==> src/hw/rtl/seg_div.sv <==
// pipelined restoring divider, one quotient bit per stage, side data carried along
// self-contained, sized entirely through its parameters
module seg_div #(
   parameter int NUM_W  = 35,
   parameter int Q_W    = 17,
   parameter int SIDE_W = 8
) (
   input  logic              clock,
   input  logic              reset,
   input  logic              advance,
   input  logic              in_valid,
   input  logic [NUM_W-1:0]  in_num,
   input  logic [NUM_W-1:0]  in_den,
   input  logic [SIDE_W-1:0] in_side,
   output logic              out_valid,
   output logic [Q_W-1:0]    out_quot,
   output logic [SIDE_W-1:0] out_side
);

   logic [NUM_W:0]    rem_ff  [Q_W];
   logic [NUM_W:0]    den_ff  [Q_W];
   logic [Q_W-1:0]    quot_ff [Q_W];
   logic [SIDE_W-1:0] side_ff [Q_W];
   logic              vld_ff  [Q_W];

   for (genvar k = 0; k < Q_W; k++) begin : g_stage
      logic [NUM_W:0]    rem_in;
      logic [NUM_W:0]    den_in;
      logic [Q_W-1:0]    quot_in;
      logic [NUM_W:0]    trial;
      logic [NUM_W:0]    den_prev;
      logic [Q_W-1:0]    quot_prev;
      logic [SIDE_W-1:0] side_prev;
      logic              vld_prev;

      if (k == 0) begin : g_first
         assign trial     = {1'b0, in_num};
         assign den_prev  = {1'b0, in_den};
         assign quot_prev = '0;
         assign side_prev = in_side;
         assign vld_prev  = in_valid;
      end else begin : g_next
         assign trial     = {rem_ff[k-1][NUM_W-1:0], 1'b0};
         assign den_prev  = den_ff[k-1];
         assign quot_prev = {quot_ff[k-1][Q_W-2:0], 1'b0};
         assign side_prev = side_ff[k-1];
         assign vld_prev  = vld_ff[k-1];
      end

      always_comb begin
         den_in  = den_prev;
         quot_in = quot_prev;
         rem_in  = trial;
         if (trial >= den_in) begin
            rem_in     = trial - den_in;
            quot_in[0] = 1'b1;
         end
      end

      always_ff @(posedge clock) begin
         if (reset) begin
            vld_ff[k] <= 1'b0;
         end else if (advance) begin
            vld_ff[k] <= vld_prev;
         end
      end

      always_ff @(posedge clock) begin
         if (advance) begin
            rem_ff[k]  <= rem_in;
            den_ff[k]  <= den_in;
            quot_ff[k] <= quot_in;
            side_ff[k] <= side_prev;
         end
      end
   end

   assign out_valid = vld_ff[Q_W-1];
   assign out_quot  = quot_ff[Q_W-1];
   assign out_side  = side_ff[Q_W-1];

endmodule

==> config.mk <==
export PLATFORM = sky130hd
export DESIGN_NAME = seg_div
export DESIGN_NICKNAME = d
export VERILOG_FILES = /design/src/hw/rtl/seg_div.sv
export SDC_FILE = /design/constraint.sdc
export NUM_CORES = 2
export LEC_CHECK = 0
export ABC_AREA = 1
export BUFFER_PORTS_ARGS = -buffer_cell sky130_fd_sc_hd__buf_2
export CORE_MARGIN = 2
export CORE_UTILIZATION = 61
export CTS_CLUSTER_SIZE = 40
export DETAILED_ROUTE_END_ITERATION = 12
export PLACE_DENSITY = 0.77
export SLEW_MARGIN = 20
export SYNTH_ARGS = -nofsm -noshare
export SYNTH_HDL_FRONTEND = slang
export SYNTH_SLANG_ARGS = --single-unit
export TNS_END_PERCENT = 5
==> constraint.sdc <==
create_clock -name clock -period 3 [get_ports clock]
set_input_delay 0.45 -clock clock [delete_from_list [all_inputs] [get_ports clock]]
set_output_delay 0.45 -clock clock [all_outputs]
set_load 0.02 [all_outputs]
* Word-level counts from Yosys, hierarchy flattened
Memories as Yosys holds them, arrays and structs flattened. Index checks and enable logic that the tools add are counted.
Word-level totals: output and inout bits 26, memories kept 5, register bits after elaboration 0, RAM bits 1666
Memories:
- den_ff | words 17, bits a word 36, read ports 16, clocked after memory_dff 0, write ports 17, RTL line 21 | logic [NUM_W:0] den_ff [Q_W];
- rem_ff | words 17, bits a word 36, read ports 16, clocked after memory_dff 0, write ports 17, RTL line 20 | logic [NUM_W:0] rem_ff [Q_W];
- quot_ff | words 17, bits a word 17, read ports 17, clocked after memory_dff 0, write ports 17, RTL line 22 | logic [Q_W-1:0] quot_ff [Q_W];
- side_ff | words 17, bits a word 8, read ports 17, clocked after memory_dff 0, write ports 17, RTL line 23 | logic [SIDE_W-1:0] side_ff [Q_W];
- vld_ff | words 17, bits a word 1, read ports 17, clocked after memory_dff 0, write ports 17, RTL line 24 | logic vld_ff [Q_W];
Cells by class: bitwise gates (word level) 17, add/subtract/negate cells 17, magnitude comparators 17, multiplexer cells 57
Operators by type and width (number):
- 2-to-1 mux 36 bit | 17
- greater-or-equal comparator 36 bit | 16
- subtractor 36 bit | 16
- 2-to-1 mux 1 bit | 40
- subtractor 35 x 35 -> 36 bit | 1
- greater-or-equal comparator 35 bit | 1
- bitwise OR 1 bit | 17

* Logic depth before layout (Yosys ltp)
word-level depth 4, mapped depth 16

* Least setup slack after synthesis
No wires, ideal clock.
path kind input-to-reg, from in in_num[0], to mem rem_ff[0][26] in the netlist's numbering, data pin, cell stages on the path 11, path buffers 1, required time 2.747 ns, setup slack 0.813 ns, library setup time 0.253 ns, arrival time 1.933 ns, cells stage by stage inv_1 -> ha_1 -> fa_1 -> nor2_1 -> or2_2 -> nand2_1 -> nand3_1 -> nand3b_2 -> buf_2 -> nand4_1 -> nand2_1
RTL lines:
- from (decl) | RTL line 12 | input logic [NUM_W-1:0] in_num,
- to (decl) | RTL line 20

==> impl_metrics.toml <==
[status]
status = "finished, final reports clean"

[clock_network]
post_cts.repair.setup_buffers = 0
clk_pin_slew_ps = 60
cts_sinks = 1426
clock_latency_ps = 810
root_buffer = "clkbuf_16"
cts_tree = "done"
h-tree-depth = 4
numCtsBuffers = 151
clockBufferDepth = 3

[synth]
synth-compound-area-share = 0.0428
synth_top_family_by_area = "simple AND/OR/NAND/NOR gates"
synth-seq-cells = 1426
synth-xor-area-share = 0.0269
synth-simple-area-share = 0.288
synthMuxAreaShare = 0
synth.most_common_cell = "nand2_1"
yosys.area.top_type = "edfxtp_1"
synth_fp_nets = 12807
synth_warnings = 0
async_flop_share = 0
synth_area_leaders = "edfxtp_1 46%, nand2_1 19%, inv_1 9.1%"
syn_avg_cell_area_sq_um = 7.73
syn_area_sq_mm = 0.0937
synthTopCellsByCount = "4747 x nand2_1, 2263 x inv_1, 1426 x edfxtp_1"
synth_top_area_frac = 0.457
ys.flop_type = "edfxtp_1"
syn-instance-count = 12115
ys_seq_area_frac = 0.457
synth_fa_ha_area_frac = 0.0827
yosysUniqueCellTypes = 44
synth_edf_count = 1426

[routing]
remaining_drc_errors = 0
routed_via_density = 5.60
via_count = 81894
dr.pass1.iters = 11
wl_um = 297000
ant_nets = 0
routedWlPerCell_um = 20.3
first_iter_violations = 10387

[critical_path]
cp_top_family = "simple AND/OR/NAND/NOR gates"
critical-path-max-stage-delay_ps = 440
r2r_end = "rem_ff[0][362]$_DFFE_PP_"
cp-start-kind = "flip-flop"
rrSetupSlack_ps = 100
crit_chain = "inv_1 > fa_2 > nand3_1 > nand3_1 > nand3_1 > nand3b_2 > nand2_1 > nand2_1 > nand2_2 > nand2_4 > buf_4 > nand2_1 > nand2_1"
startpoint = "den_ff[0][324]$_DFFE_PP_"
critPathBufInv = 2
crit_slowest_cell = "fa_2"
worstSetupPathType = "reg -> reg"
path_depth = 13
r2r_cells = 13
reg2reg_from = "den_ff[0][324]$_DFFE_PP_"
critPathCaptureType = "flip-flop"
required_ps = 3530
arrival_ps = 3420
crit_top_cell = "nand2_1"
crit_end = "rem_ff[0][362]$_DFFE_PP_"
critical_path_peak_fanout = 20

[power_and_ir_drop]
vdd_ir_drop_max_mv = 1.04
p_per_area_mw_per_mm2 = 1030
p_leak_nw = 52.5

[die]
rows = 143
fp.dieH_um = 396
start_util = 0.615
coreArea_sq_mm = 0.152
ios = 108
die_w_um = 396
dieArea_sq_mm = 0.157

[timing]
fin_ws_ps = 105
setup_tns_ps = 0
skew_ps = 53.6
fmax_mhz = 345
slew_violations = 0
fin_crit_sh = 0.965
fin_crit_ps = 2900
rsz0062_at_grt = "false"
hold_violations = 0
slew_headroom = 0.213
setup_viol = 0
worst_pin_slew_ps = 1180

[global_routing]
grt_pass1_vias = 77314
antenna_found_initial = 3
grt_use_met1 = 0.502
grt_first_pass_wirelength_um = 448000
use_met2 = 0.580
grt_max_degree = 77
top_usage_layer = "met2"
gr-total-overflow = 0
grt_use_met3 = 0.0732
track_usage = 0.373

[place]
io_buffers = 107
post-dp-hpwl_um = 236000
preCtsSetupSlack_ps = 59.7
gp_congestion = 1.06

[layout]
drive_gt1_frac = 0.0511
finish.net_count = 13175
diodes = 0
syn2layout_area_growth_pct = 10.1

[run]
maxCapViolCount = 0

[worst_hold_path]
hold_class = "in -> reg"
## power breakdown
group | switching, W | total, W | internal, W
registers | 0.00476 | 0.0339 | 0.0292
clock network | 0.00847 | 0.0194 | 0.0109
logic | 0.0362 | 0.0534 | 0.0172
## registers in the layout, summed over array words and instances (netlist names)
signal / flops
den_ff: 560
quot_ff: 153
rem_ff: 560
side_ff: 136
vld_ff: 17
## kinds of logic after synthesis
kind of cell	Yosys count
AO/OA/AOI/OAI	760
XOR/XNOR	288
adder cells (fa/ha/maj)	610
buffers and inverters	2388
flip-flops	1426
AND/OR/NAND/NOR	6643
## placed cells by master, fill, tap and decap left out, types with 4 or more instances in the layout
master,instances
nand2_1,4746
inv_1,2263
edfxtp_1,1426
nor2_1,855
nand3_1,609
ha_1,594
a21oi_1,468
xor2_1,287
o21ai_0,195
clkbuf_16,153
buf_4,109
buf_2,106
nor3_1,99
nand3b_1,83
nand4_1,82
o21bai_1,72
dlygate4sd3_1,56
nor2_2,51
buf_12,44
nand2_2,32
clkinv_2,30
nor4_1,29
clkinv_1,25
clkbuf_1,21
and2_1,16
bufinv_16,16
o21ai_1,14
nand2_4,14
nand3b_2,12
inv_4,12
fa_1,12
inv_6,10
clkinvlp_4,10
clkinv_4,7
clkinv_16,6
inv_2,5
nand3_2,5
nand3b_4,4
fa_2,4
## worst min-delay path by stage
stage                                   startpoint                         to  slack (ps)  cells past startpoint
after CTS                               in_num[18]    rem_ff[0][18]$_DFFE_PP_           3                      3
after detailed placement   quot_ff[1][3]$_DFFE_PP_   quot_ff[1][21]$_DFFE_PP_         400                      0
after global routing                    in_num[18]    rem_ff[0][18]$_DFFE_PP_          30                      3
after global placement    side_ff[0][16]$_DFFE_PP_   side_ff[0][24]$_DFFE_PP_         400                      0
final                                      advance   den_ff[0][248]$_DFFE_PP_          40                      1
after floorplan           quot_ff[0][85]$_DFFE_PP_  quot_ff[0][103]$_DFFE_PP_         400                      0
## layer usage
| metal | routed length, um | share of wire |
|---|---|---|
| met1 | 119000 | 0.40 |
| met3 | 30700 | 0.10 |
| met5 | 7 | 0.000024 |
| met4 | 16400 | 0.055 |
| met2 | 130000 | 0.44 |
## area by class of cell
| class | instances | area, sq um |
|---|---|---|
| clock buffers | 174 | 3910 |
| repair buffers | 315 | 2790 |
| clock inverters | 102 | 1190 |
| inverters | 2288 | 8630 |
| fillers | 12528 | 49100 |
| multi-input cells | 8301 | 41300 |
| flip-flops and latches | 1426 | 42800 |
| well taps | 2030 | 2540 |
## per-stage QoR
step / utilization / instances / total power, W / instance area, sq um / hold slack (ps)
CTS: 0.677 / 14636 / 0.105 / 103000 / 2.57
floorplan: - / 12115 / 0.0690 / 93700 / 400
finish: 0.678 / 14636 / 0.107 / 103000 / 40.4
global route: 0.678 / 14636 / 0.114 / 103000 / 28.1
global placement: 0.640 / 14304 / 0.0844 / 97500 / 401
detailed placement: 0.640 / 14304 / 0.0854 / 97500 / 405
## worst register-to-register path, stage by stage (launching register included)
cell,delay [ps]
edfxtp_1,360
inv_1,140
fa_2,440
nand3_1,110
nand3_1,210
nand3_1,190
nand3b_2,200
nand2_1,160
nand2_1,120
nand2_2,120
nand2_4,120
buf_4,270
nand2_1,110
nand2_1,100
## what timing repair did
item	CTS	global route
endpoints found under the setup margin	0	55
endpoints found under the hold margin	56	0
resized for setup	0	8
hold buffers	56	0
No activity file was read; power rests on OpenSTA's default activity.
